==> src/hw/rtl/skdt_pkg.sv <==
// Shared types and codes for the sorted key/data table.
`default_nettype none
package skdt_pkg;

	localparam logic [3:0] MODE_INSERT    = 4'd0;
	localparam logic [3:0] MODE_FIND_KEY  = 4'd1;
	localparam logic [3:0] MODE_FIND_POS  = 4'd2;
	localparam logic [3:0] MODE_DEL_KEY   = 4'd3;
	localparam logic [3:0] MODE_DEL_POS   = 4'd4;
	localparam logic [3:0] MODE_DEL_DATA  = 4'd5;
	localparam logic [3:0] MODE_POP       = 4'd6;
	localparam logic [3:0] MODE_COUNT     = 4'd7;
	localparam logic [3:0] MODE_FREE_KEY  = 4'd8;

	localparam logic [1:0] STATUS_OK   = 2'd0;
	localparam logic [1:0] STATUS_MISS = 2'd1;
	localparam logic [1:0] STATUS_FULL = 2'd2;

	typedef struct packed {
		logic key_eq;
		logic key_gt;
		logic data_eq;
	} cmp_res_t;

endpackage
`default_nettype wire

==> src/hw/rtl/skdt_store.sv <==
// Key and data entry memories: one write port, one registered read port.
`default_nettype none
module skdt_store #(
	parameter int DEPTH = 32,
	parameter int AW    = 5,
	parameter int KW    = 32,
	parameter int DW    = 32
) (
	input  wire logic          clk,
	input  wire logic          wr_en,
	input  wire logic [AW-1:0] wr_addr,
	input  wire logic [KW-1:0] wr_key,
	input  wire logic [DW-1:0] wr_data,
	input  wire logic          rd_en,
	input  wire logic [AW-1:0] rd_addr,
	output logic      [KW-1:0] rd_key,
	output logic      [DW-1:0] rd_data
);

	logic [KW-1:0] key_mem [DEPTH];
	logic [DW-1:0] data_mem [DEPTH];

	always_ff @(posedge clk) begin
		if (wr_en) begin
			key_mem[wr_addr]  <= wr_key;
			data_mem[wr_addr] <= wr_data;
		end
	end

	always_ff @(posedge clk) begin
		if (rd_en) begin
			rd_key  <= key_mem[rd_addr];
			rd_data <= data_mem[rd_addr];
		end
	end

endmodule
`default_nettype wire

==> src/hw/rtl/skdt_cmp.sv <==
// Shared compare unit: stored entry against the reference key and data word.
`default_nettype none
module skdt_cmp #(
	parameter int KW = 32,
	parameter int DW = 32
) (
	input  wire logic [KW-1:0] ent_key,
	input  wire logic [DW-1:0] ent_data,
	input  wire logic [KW-1:0] ref_key,
	input  wire logic [DW-1:0] ref_data,
	output skdt_pkg::cmp_res_t res
);

	import skdt_pkg::*;

	always_comb begin
		res.key_eq  = (ent_key == ref_key);
		res.key_gt  = (ent_key > ref_key);
		res.data_eq = (ent_data == ref_data);
	end

endmodule
`default_nettype wire

==> src/hw/rtl/sorted_key_data_table_unit.sv <==
// Sorted key/data table: command sequencer, result register and handshake.
// Find and delete by key or data walk the entries from index 0; insert and delete shift
// the entries behind the position by one place; the free-key walk rescans when its key wraps.
// One transaction at a time: in_stall is high whenever the sequencer is not idle.
// Reset: entry count and control cleared at once; entry memories are not cleared.
`default_nettype none
module sorted_key_data_table_unit #(
	parameter int CAPACITY   = 32,
	parameter int KEY_WIDTH  = 32,
	parameter int DATA_WIDTH = 32
) (
	input  wire logic        clk,
	input  wire logic        arst_n,
	input  wire logic        in_valid,
	output logic             in_stall,
	input  wire logic [3:0]  mode,
	input  wire logic [31:0] key,
	input  wire logic [31:0] data_in,
	input  wire logic [4:0]  position,
	output logic             out_valid,
	input  wire logic        out_stall,
	output logic      [1:0]  status,
	output logic      [31:0] data_out,
	output logic      [4:0]  insert_position,
	output logic      [5:0]  entry_count,
	output logic      [31:0] free_key
);

	import skdt_pkg::*;

	localparam int AW = $clog2(CAPACITY);
	localparam int CW = $clog2(CAPACITY + 1);
	localparam int PW = (CW > 5) ? CW : 5;
	localparam int KW = KEY_WIDTH;
	localparam int DW = DATA_WIDTH;

	typedef enum logic [3:0] {
		ST_IDLE, ST_DEC, ST_SCAN, ST_RDP, ST_RDW, ST_SHDN, ST_SHUP, ST_FIN
	} state_t;

	typedef enum logic [1:0] {K_GT, K_KEQ, K_DEQ, K_FREE} kind_t;

	state_t        state_q;
	kind_t         kind_q;
	logic [3:0]    mode_q;
	logic [KW-1:0] key_q;
	logic [DW-1:0] data_q;
	logic [4:0]    pos_q;
	logic [CW-1:0] cnt_q;
	logic [CW-1:0] p_q;
	logic [CW-1:0] iss_q;
	logic [CW-1:0] inc_q;
	logic [KW-1:0] cand_q;
	logic          vld_s1;
	logic [CW-1:0] idx_s1;
	logic [1:0]    res_status_q;
	logic [DW-1:0] res_data_q;
	logic [CW-1:0] res_ipos_q;
	logic [KW-1:0] res_free_q;

	logic          rd_en;
	logic [AW-1:0] rd_addr;
	logic [KW-1:0] rd_key;
	logic [DW-1:0] rd_data;
	logic          wr_en;
	logic [AW-1:0] wr_addr;
	logic [KW-1:0] wr_key;
	logic [DW-1:0] wr_data;
	logic          issue_up;
	logic          issue_dn;
	logic [CW-1:0] iss_dec;
	logic [CW-1:0] idx_dec;
	logic [CW-1:0] idx_inc;
	logic          hit_eq;
	cmp_res_t      cr;

	skdt_store #(.DEPTH(CAPACITY), .AW(AW), .KW(KW), .DW(DW)) u_store (
		.clk     (clk),
		.wr_en   (wr_en),
		.wr_addr (wr_addr),
		.wr_key  (wr_key),
		.wr_data (wr_data),
		.rd_en   (rd_en),
		.rd_addr (rd_addr),
		.rd_key  (rd_key),
		.rd_data (rd_data)
	);

	skdt_cmp #(.KW(KW), .DW(DW)) u_cmp (
		.ent_key  (rd_key),
		.ent_data (rd_data),
		.ref_key  ((kind_q == K_FREE) ? cand_q : key_q),
		.ref_data (data_q),
		.res      (cr)
	);

	assign in_stall = (state_q != ST_IDLE);
	assign hit_eq   = (kind_q == K_DEQ) ? cr.data_eq : cr.key_eq;
	assign issue_up = (iss_q < cnt_q);
	assign issue_dn = (iss_q > p_q);
	assign iss_dec  = iss_q - CW'(1);
	assign idx_dec  = idx_s1 - CW'(1);
	assign idx_inc  = idx_s1 + CW'(1);

	always_comb begin
		rd_en   = 1'b0;
		rd_addr = iss_q[AW-1:0];
		wr_en   = 1'b0;
		wr_addr = idx_dec[AW-1:0];
		wr_key  = rd_key;
		wr_data = rd_data;
		case (state_q)
			ST_SCAN, ST_SHDN: begin
				rd_en = issue_up;
				if (state_q == ST_SHDN) begin
					wr_en = vld_s1;
				end
			end
			ST_RDP: begin
				rd_en   = 1'b1;
				rd_addr = p_q[AW-1:0];
			end
			ST_SHUP: begin
				rd_en   = issue_dn;
				rd_addr = iss_dec[AW-1:0];
				if (vld_s1) begin
					wr_en   = 1'b1;
					wr_addr = idx_inc[AW-1:0];
				end else if (!issue_dn) begin
					wr_en   = 1'b1;
					wr_addr = p_q[AW-1:0];
					wr_key  = key_q;
					wr_data = data_q;
				end
			end
			default: begin
			end
		endcase
	end

	always_ff @(posedge clk or negedge arst_n) begin
		if (!arst_n) begin
			state_q         <= ST_IDLE;
			kind_q          <= K_GT;
			mode_q          <= '0;
			key_q           <= '0;
			data_q          <= '0;
			pos_q           <= '0;
			cnt_q           <= '0;
			p_q             <= '0;
			iss_q           <= '0;
			inc_q           <= '0;
			cand_q          <= '0;
			vld_s1          <= 1'b0;
			idx_s1          <= '0;
			res_status_q    <= STATUS_MISS;
			res_data_q      <= '0;
			res_ipos_q      <= '0;
			res_free_q      <= '0;
			out_valid       <= 1'b0;
			status          <= '0;
			data_out        <= '0;
			insert_position <= '0;
			entry_count     <= '0;
			free_key        <= '0;
		end else begin
			if (out_valid && !out_stall && state_q != ST_FIN) begin
				out_valid <= 1'b0;
			end
			case (state_q)
				ST_IDLE: begin
					if (in_valid) begin
						mode_q  <= mode;
						key_q   <= KW'(key);
						data_q  <= DW'(data_in);
						pos_q   <= position;
						state_q <= ST_DEC;
					end
				end
				ST_DEC: begin
					res_status_q <= STATUS_MISS;
					res_data_q   <= '0;
					res_ipos_q   <= '0;
					res_free_q   <= '0;
					iss_q        <= '0;
					vld_s1       <= 1'b0;
					cand_q       <= key_q;
					inc_q        <= '0;
					state_q      <= ST_FIN;
					case (mode_q)
						MODE_INSERT: begin
							if (cnt_q == CW'(CAPACITY)) begin
								res_status_q <= STATUS_FULL;
							end else begin
								kind_q  <= K_GT;
								state_q <= ST_SCAN;
							end
						end
						MODE_FIND_KEY, MODE_DEL_KEY: begin
							kind_q  <= K_KEQ;
							state_q <= ST_SCAN;
						end
						MODE_DEL_DATA: begin
							kind_q  <= K_DEQ;
							state_q <= ST_SCAN;
						end
						MODE_FIND_POS, MODE_DEL_POS: begin
							if (PW'(pos_q) < PW'(cnt_q)) begin
								p_q     <= CW'(pos_q);
								state_q <= ST_RDP;
							end
						end
						MODE_POP: begin
							if (cnt_q != '0) begin
								p_q     <= '0;
								state_q <= ST_RDP;
							end
						end
						MODE_COUNT: begin
							res_status_q <= STATUS_OK;
						end
						MODE_FREE_KEY: begin
							kind_q  <= K_FREE;
							state_q <= ST_SCAN;
						end
						default: begin
						end
					endcase
				end
				ST_SCAN: begin
					if (issue_up) begin
						iss_q <= iss_q + CW'(1);
					end
					vld_s1 <= issue_up;
					idx_s1 <= iss_q;
					if (vld_s1) begin
						case (kind_q)
							K_GT: begin
								if (cr.key_gt) begin
									p_q     <= idx_s1;
									iss_q   <= cnt_q;
									vld_s1  <= 1'b0;
									state_q <= ST_SHUP;
								end
							end
							K_KEQ, K_DEQ: begin
								if (hit_eq) begin
									res_data_q <= rd_data;
									p_q        <= idx_s1;
									if (mode_q == MODE_FIND_KEY) begin
										res_status_q <= STATUS_OK;
										state_q      <= ST_FIN;
									end else begin
										iss_q   <= idx_inc;
										vld_s1  <= 1'b0;
										state_q <= ST_SHDN;
									end
								end
							end
							default: begin
								if (cr.key_eq) begin
									if (inc_q == cnt_q) begin
										res_free_q <= key_q;
										state_q    <= ST_FIN;
									end else begin
										cand_q <= cand_q + KW'(1);
										inc_q  <= inc_q + CW'(1);
										if (&cand_q) begin
											iss_q  <= '0;
											vld_s1 <= 1'b0;
										end
									end
								end else if (cr.key_gt) begin
									res_free_q   <= cand_q;
									res_status_q <= STATUS_OK;
									state_q      <= ST_FIN;
								end
							end
						endcase
					end else if (!issue_up) begin
						case (kind_q)
							K_GT: begin
								p_q     <= cnt_q;
								iss_q   <= cnt_q;
								state_q <= ST_SHUP;
							end
							K_FREE: begin
								res_free_q   <= cand_q;
								res_status_q <= STATUS_OK;
								state_q      <= ST_FIN;
							end
							default: begin
								state_q <= ST_FIN;
							end
						endcase
					end
				end
				ST_RDP: begin
					state_q <= ST_RDW;
				end
				ST_RDW: begin
					res_data_q <= rd_data;
					if (mode_q == MODE_FIND_POS) begin
						res_status_q <= STATUS_OK;
						state_q      <= ST_FIN;
					end else begin
						iss_q   <= p_q + CW'(1);
						vld_s1  <= 1'b0;
						state_q <= ST_SHDN;
					end
				end
				ST_SHDN: begin
					if (issue_up) begin
						iss_q <= iss_q + CW'(1);
					end
					vld_s1 <= issue_up;
					idx_s1 <= iss_q;
					if (!vld_s1 && !issue_up) begin
						cnt_q        <= cnt_q - CW'(1);
						res_status_q <= STATUS_OK;
						state_q      <= ST_FIN;
					end
				end
				ST_SHUP: begin
					if (issue_dn) begin
						iss_q <= iss_dec;
					end
					vld_s1 <= issue_dn;
					idx_s1 <= iss_dec;
					if (!vld_s1 && !issue_dn) begin
						cnt_q        <= cnt_q + CW'(1);
						res_status_q <= STATUS_OK;
						res_ipos_q   <= p_q;
						state_q      <= ST_FIN;
					end
				end
				ST_FIN: begin
					if (!out_valid || !out_stall) begin
						out_valid       <= 1'b1;
						status          <= res_status_q;
						data_out        <= 32'(res_data_q);
						insert_position <= 5'(res_ipos_q);
						entry_count     <= 6'(cnt_q);
						free_key        <= 32'(res_free_q);
						state_q         <= ST_IDLE;
					end
				end
				default: begin
					state_q <= ST_IDLE;
				end
			endcase
		end
	end

endmodule
`default_nettype wire
==> config.mk <==
export PLATFORM = sky130hd
export DESIGN_NAME = sorted_key_data_table_unit
export DESIGN_NICKNAME = d
export VERILOG_FILES = /design/src/hw/rtl/skdt_pkg.sv /design/src/hw/rtl/skdt_store.sv /design/src/hw/rtl/skdt_cmp.sv /design/src/hw/rtl/sorted_key_data_table_unit.sv
export SDC_FILE = /design/constraint.sdc
export NUM_CORES = 2
export LEC_CHECK = 0
export ABC_AREA = 0
export BUFFER_PORTS_ARGS = -buffer_cell sky130_fd_sc_hd__buf_4
export CAP_MARGIN = 0
export CORE_ASPECT_RATIO = 0.5
export CORE_MARGIN = 5
export CORE_UTILIZATION = 40
export CTS_CLUSTER_DIAMETER = 50
export DETAILED_ROUTE_END_ITERATION = 8
export GPL_TIMING_DRIVEN = 1
export PLACE_DENSITY_LB_ADDON = 0.3
export SYNTH_ARGS = -nofsm -noshare
export SYNTH_HDL_FRONTEND = slang
export SYNTH_HIERARCHICAL = 1
export SYNTH_SLANG_ARGS = --single-unit
==> constraint.sdc <==
create_clock -name clk -period 6.79 [get_ports clk]
set_input_delay 0.679 -clock clk [delete_from_list [all_inputs] [get_ports clk]]
set_output_delay 0.679 -clock clk [all_outputs]
set_load 0.01 [all_outputs]
==> summary.md <==
| Metric | Value |
|---|---|
| Hold WS | `0.0656 ns` |
| Slew Limit Fails | `0` |
| GP Congestion | `0.883` |
| Netlist cell types | `94` |
| Fmax | `188 MHz` |
| GRT Residual Overflow | `0` |
| Yosys warnings | `6` |
| Die area | `254000 um2` |
| Vias | `54100` |
| Area of the core | `243000 um2` |
| I/O pin total | `156` |
| H-tree Lvls | `4` |
| First-pass GRT wire length | `399000 um` |
| CP required | `7.54 ns` |
| Hold/Removal Path Class | `primary input to register` |
| Final Hold Viols | `0` |
| CP endpoint kind | `register` |
| Delay of the slowest critical-path stage | `0.94 ns` |
| Predominant post-synthesis flop cell | `edfxtp_1` |
| Placed Cells | `8740` |
| Setup Skew | `0.0941 ns` |
| Status | `complete, no violations` |
| Reg power frac | `37.1%` |
| Largest net degree at the start of global routing | `151` |
| CTS tree | `yes` |
| Crit-path max FO | `43` |
| Setup violations, final | `0` |
| Cells after synthesis | `5486` |
| DR pass1 iterations | `5` |
| Critical path launch point type | `register` |
| Max Cap Viol | `0` |
| DR WL/cell | `30.5 um` |
| Switching power | `24.7 mW` |
| Switching Fraction | `39.5%` |
| Fin crit period | `5.31 ns` |
| Nets | `5888` |
| Share of cells above drive strength 1 | `20.7%` |
| Met2 usage | `33.6%` |
| Post-CTS Setup Bufs | `0` |
| Slew @ Worst Pin | `1.36 ns` |
| Vias in the first global route | `54100` |
| LEAKAGE | `37.3 nW` |
| # clock sinks | `2402` |
| Met1 Use GR | `31.4%` |
| Crit Path Category | `register to register` |
| Gate power share | `42.5%` |
| Clock Root Buffer | `clkbuf_16` |
| Crit-path slowest cell | `ha_2` |
| Die X | `707 um` |
| Chip height | `359 um` |
| Non-filler cells in the finished layout | `9185` |
| Post-synthesis register bit count | `2402` |
| Detailed Route WL | `280000 um` |
| Internal power | `37.8 mW` |
| Antenna-violating nets left | `0` |
| Most used routing layer | `met2` |
| Clk pwr share | `20.4%` |
| Async SR Flop Fraction | `12.1%` |
| Post-Syn Area | `97200 um2` |
| Clock Latency Late Sink | `0.88 ns` |
| Crit path cell chain | `ha_2 -> mux2_2 -> inv_1 -> ha_1 -> nand4_2 -> nor4_2 -> and3_2 -> and2_1 -> buf_4 -> o2111a_1 -> or2_1 -> buf_4 -> a21oi_1 -> a21oi_1` |
| Via/cell ratio | `5.89` |
| Cts repair resizes | `0` |
| Met3 Use GR | `3.85%` |
| GRT Util Overall | `21.6%` |
| Buffers on Ports | `155` |
| Clk slew on worst S/H paths | `0.07 ns` |
| DRC Markers | `0` |
| Setup_tns | `0 ns` |
| FP Rows | `128` |
| Max_slew headroom | `9.05%` |
| Final worst-path cycle share | `78.1%` |
| Syn nets | `5626` |
| Area Growth Syn to Fin | `13.9%` |
| Post-synthesis sequential area ratio | `72.7%` |
| Initial Utilization | `40.1%` |
| Initial DRC Count | `6316` |
| Power density cells | `565 nW/um2` |
| Clock buffer depth | `4` |
| RSZ-0062 raised after global routing | `no` |
| Initial antenna violation count | `13` |
| Syn_area_per_cell | `17.7 um2` |
| Post-synth EDFFs | `2112` |
| Final Power | `62.6 mW` |
| Maximum vdd drop | `0.000480 V` |
| Fillers | `20500` |
| Num CTS Buffers | `224` |
| Post-detail-place hpwl | `171000 um` |
| WP data arrival | `6.06 ns` |
==> routing by layer <==
layer	part of all wire, %	vias to the layer above
met5	0.012	-
met4	3.0	4
met3	8.7	437
met2	45	2578
met1	43	28600
li1	-	22600
==> area by class of cell <==
cell class | count | area (um2) | share of cell area, %
Sequential cell | 2402 | 70700 | 63.8
Timing Repair Buffer | 366 | 3290 | 2.97
Tap cell | 3250 | 4070 | 3.67
Antenna cell | 8 | 20.0 | 0.0181
Inverter | 60 | 225 | 0.203
Multi-Input combinational cell | 2694 | 25100 | 22.7
Clock buffer | 293 | 6170 | 5.57
Clock inverter | 112 | 1170 | 1.06
==> synthesized netlist by cell type (4+ instances only) <==
cell	count	share of area, %
nand3b_1	9	0.069
buf_4	33	0.25
o21ai_1	14	0.072
nor2b_1	33	0.21
nand4_1	60	0.39
a21o_1	13	0.10
a31oi_1	40	0.26
nand3_1	166	0.85
buf_1	12	0.046
clkbuf_1	164	0.63
and2_1	15	0.097
inv_1	58	0.22
o21ai_0	66	0.34
mux2_1	59	0.68
a32oi_1	7	0.063
nor4_1	13	0.084
a22o_1	68	0.61
ha_1	62	0.80
nand2_1	183	0.71
a22oi_1	333	2.6
nor2_1	125	0.48
o31ai_1	14	0.11
o211ai_1	9	0.069
o311ai_1	4	0.036
xor2_1	47	0.42
edfxtp_1	2112	65
and3_1	7	0.045
buf_2	98	0.50
o21bai_1	6	0.046
o22ai_1	25	0.16
xnor2_1	22	0.20
a21oi_1	163	0.84
nor3_1	19	0.098
nand2b_1	11	0.071
a211oi_1	7	0.054
a221oi_1	5	0.045
mux4_2	256	5.9
or2_2	4	0.026
mux2i_1	529	5.4
o32ai_1	4	0.036
mux2_2	219	2.5
dfrtp_1	289	7.4
buf_6	22	0.25
a2bb2oi_1	5	0.045
==> logic make-up (layout without fill, tap and decap cells) <==
logic type,Yosys count,after routing,share of synthesized area (%)
other,0,8,0
XOR/XNOR,69,69,0.622
buffers and inverters,390,831,1.93
AO/OA/AOI/OAI,819,819,5.85
adder cells (fa/ha/maj),63,63,0.818
flip-flops,2402,2402,72.7
AND/OR/NAND/NOR,680,680,3.48
multiplexers,1063,1063,14.6
==> sequential cells by signal (all words and copies together), names as in the netlist, 32 cells and up <==
signal	cells
cand_q	32
data_out	32
data_q	32
free_key	32
key_q	32
res_data_q	32
res_free_q	32
u_store/data_mem	1024
u_store/key_mem	1024
u_store/rd_data	32
u_store/rd_key	32
==> path summary, 6_finish.rpt <==
check,start,slack [ns],end,depth (start not counted)
min,data_in[10],0.07,data_q[10]$_DFFE_PN0P_,2
min reg2reg,res_free_q[6]$_DFFE_PN0P_,0.49,res_free_q[6]$_DFFE_PN0P_,1
min in group asynchronous,arst_n,0.37,data_q[25]$_DFFE_PN0P_,2
max,kind_q[1]$_DFFE_PN0P_,1.48,cand_q[3]$_DFFE_PN0P_,14
max reg2reg,kind_q[1]$_DFFE_PN0P_,1.48,cand_q[3]$_DFFE_PN0P_,14
max in group asynchronous,arst_n,4.93,data_q[8]$_DFFE_PN0P_,3
==> layout by cell type, fill, tap and decap left out, drive strengths merged, types with 8 or more instances in the layout <==
cell type	netlist	layout
ha	62	62
and3	8	8
mux2	278	278
clkbuf	165	293
inv	60	71
a32oi	8	8
o21ai	81	81
o211ai	9	9
mux2i	529	529
nor2b	34	34
nor4	15	15
nand3b	9	9
a21oi	164	164
nand4	63	63
bufinv	0	23
xor2	47	47
a21o	13	13
nor2	128	128
a211oi	8	8
xnor2	22	22
and2	15	15
nand2b	11	11
nand2	183	183
a22oi	333	333
buf	165	334
a22o	68	68
nand3	166	166
nor3	22	22
dlygate4sd3	0	32
mux4	256	256
dfrtp	289	289
edfxtp	2112	2112
o31ai	14	14
o22ai	25	25
clkinv	0	74
diode	0	8
a31oi	41	41
==> worst max-delay path, delay by kind of cell, from the launching register on <==
family          cells  cell delay (ns)
simple gates        5             1.76
mux                 1             0.32
compound gates      3             0.64
flops               1             0.38
buf+inv             3             0.82
fa+ha+maj           2             1.26
==> metrics by stage <==
| step | worst slack, ns | cell area (um2) | utilization (%) |
|---|---|---|---|
| 2_1_floorplan | 0.678 | 97200 | - |
| 5_1_grt | 1.05 | 111000 | 45.6 |
| 6_report | 1.48 | 111000 | 45.6 |
| 3_3_place_gp | 1.61 | 103000 | 42.5 |
| 3_5_place_dp | 1.52 | 103000 | 42.5 |
| 4_1_cts | 1.56 | 111000 | 45.6 |
==> power by group through the flow <==
stage | clock network (mW) | logic (mW) | registers [mW]
2_1_floorplan | 0 | 16.7 | 22.6
3_3_place_gp | 0 | 26.1 | 23.4
3_5_place_dp | 0 | 26.5 | 23.5
4_1_cts | 13.0 | 26.6 | 23.2
5_1_grt | 13.6 | 28.1 | 23.4
6_report | 12.8 | 26.6 | 23.2
==> what timing repair did <==
action / 4_1_cts / 5_1_grt
hold buffers: 32 / 0
endpoints found under the hold margin: 90 / 0
setup endpoints to repair: 0 / 0
(Power assumes the default switching activity.)
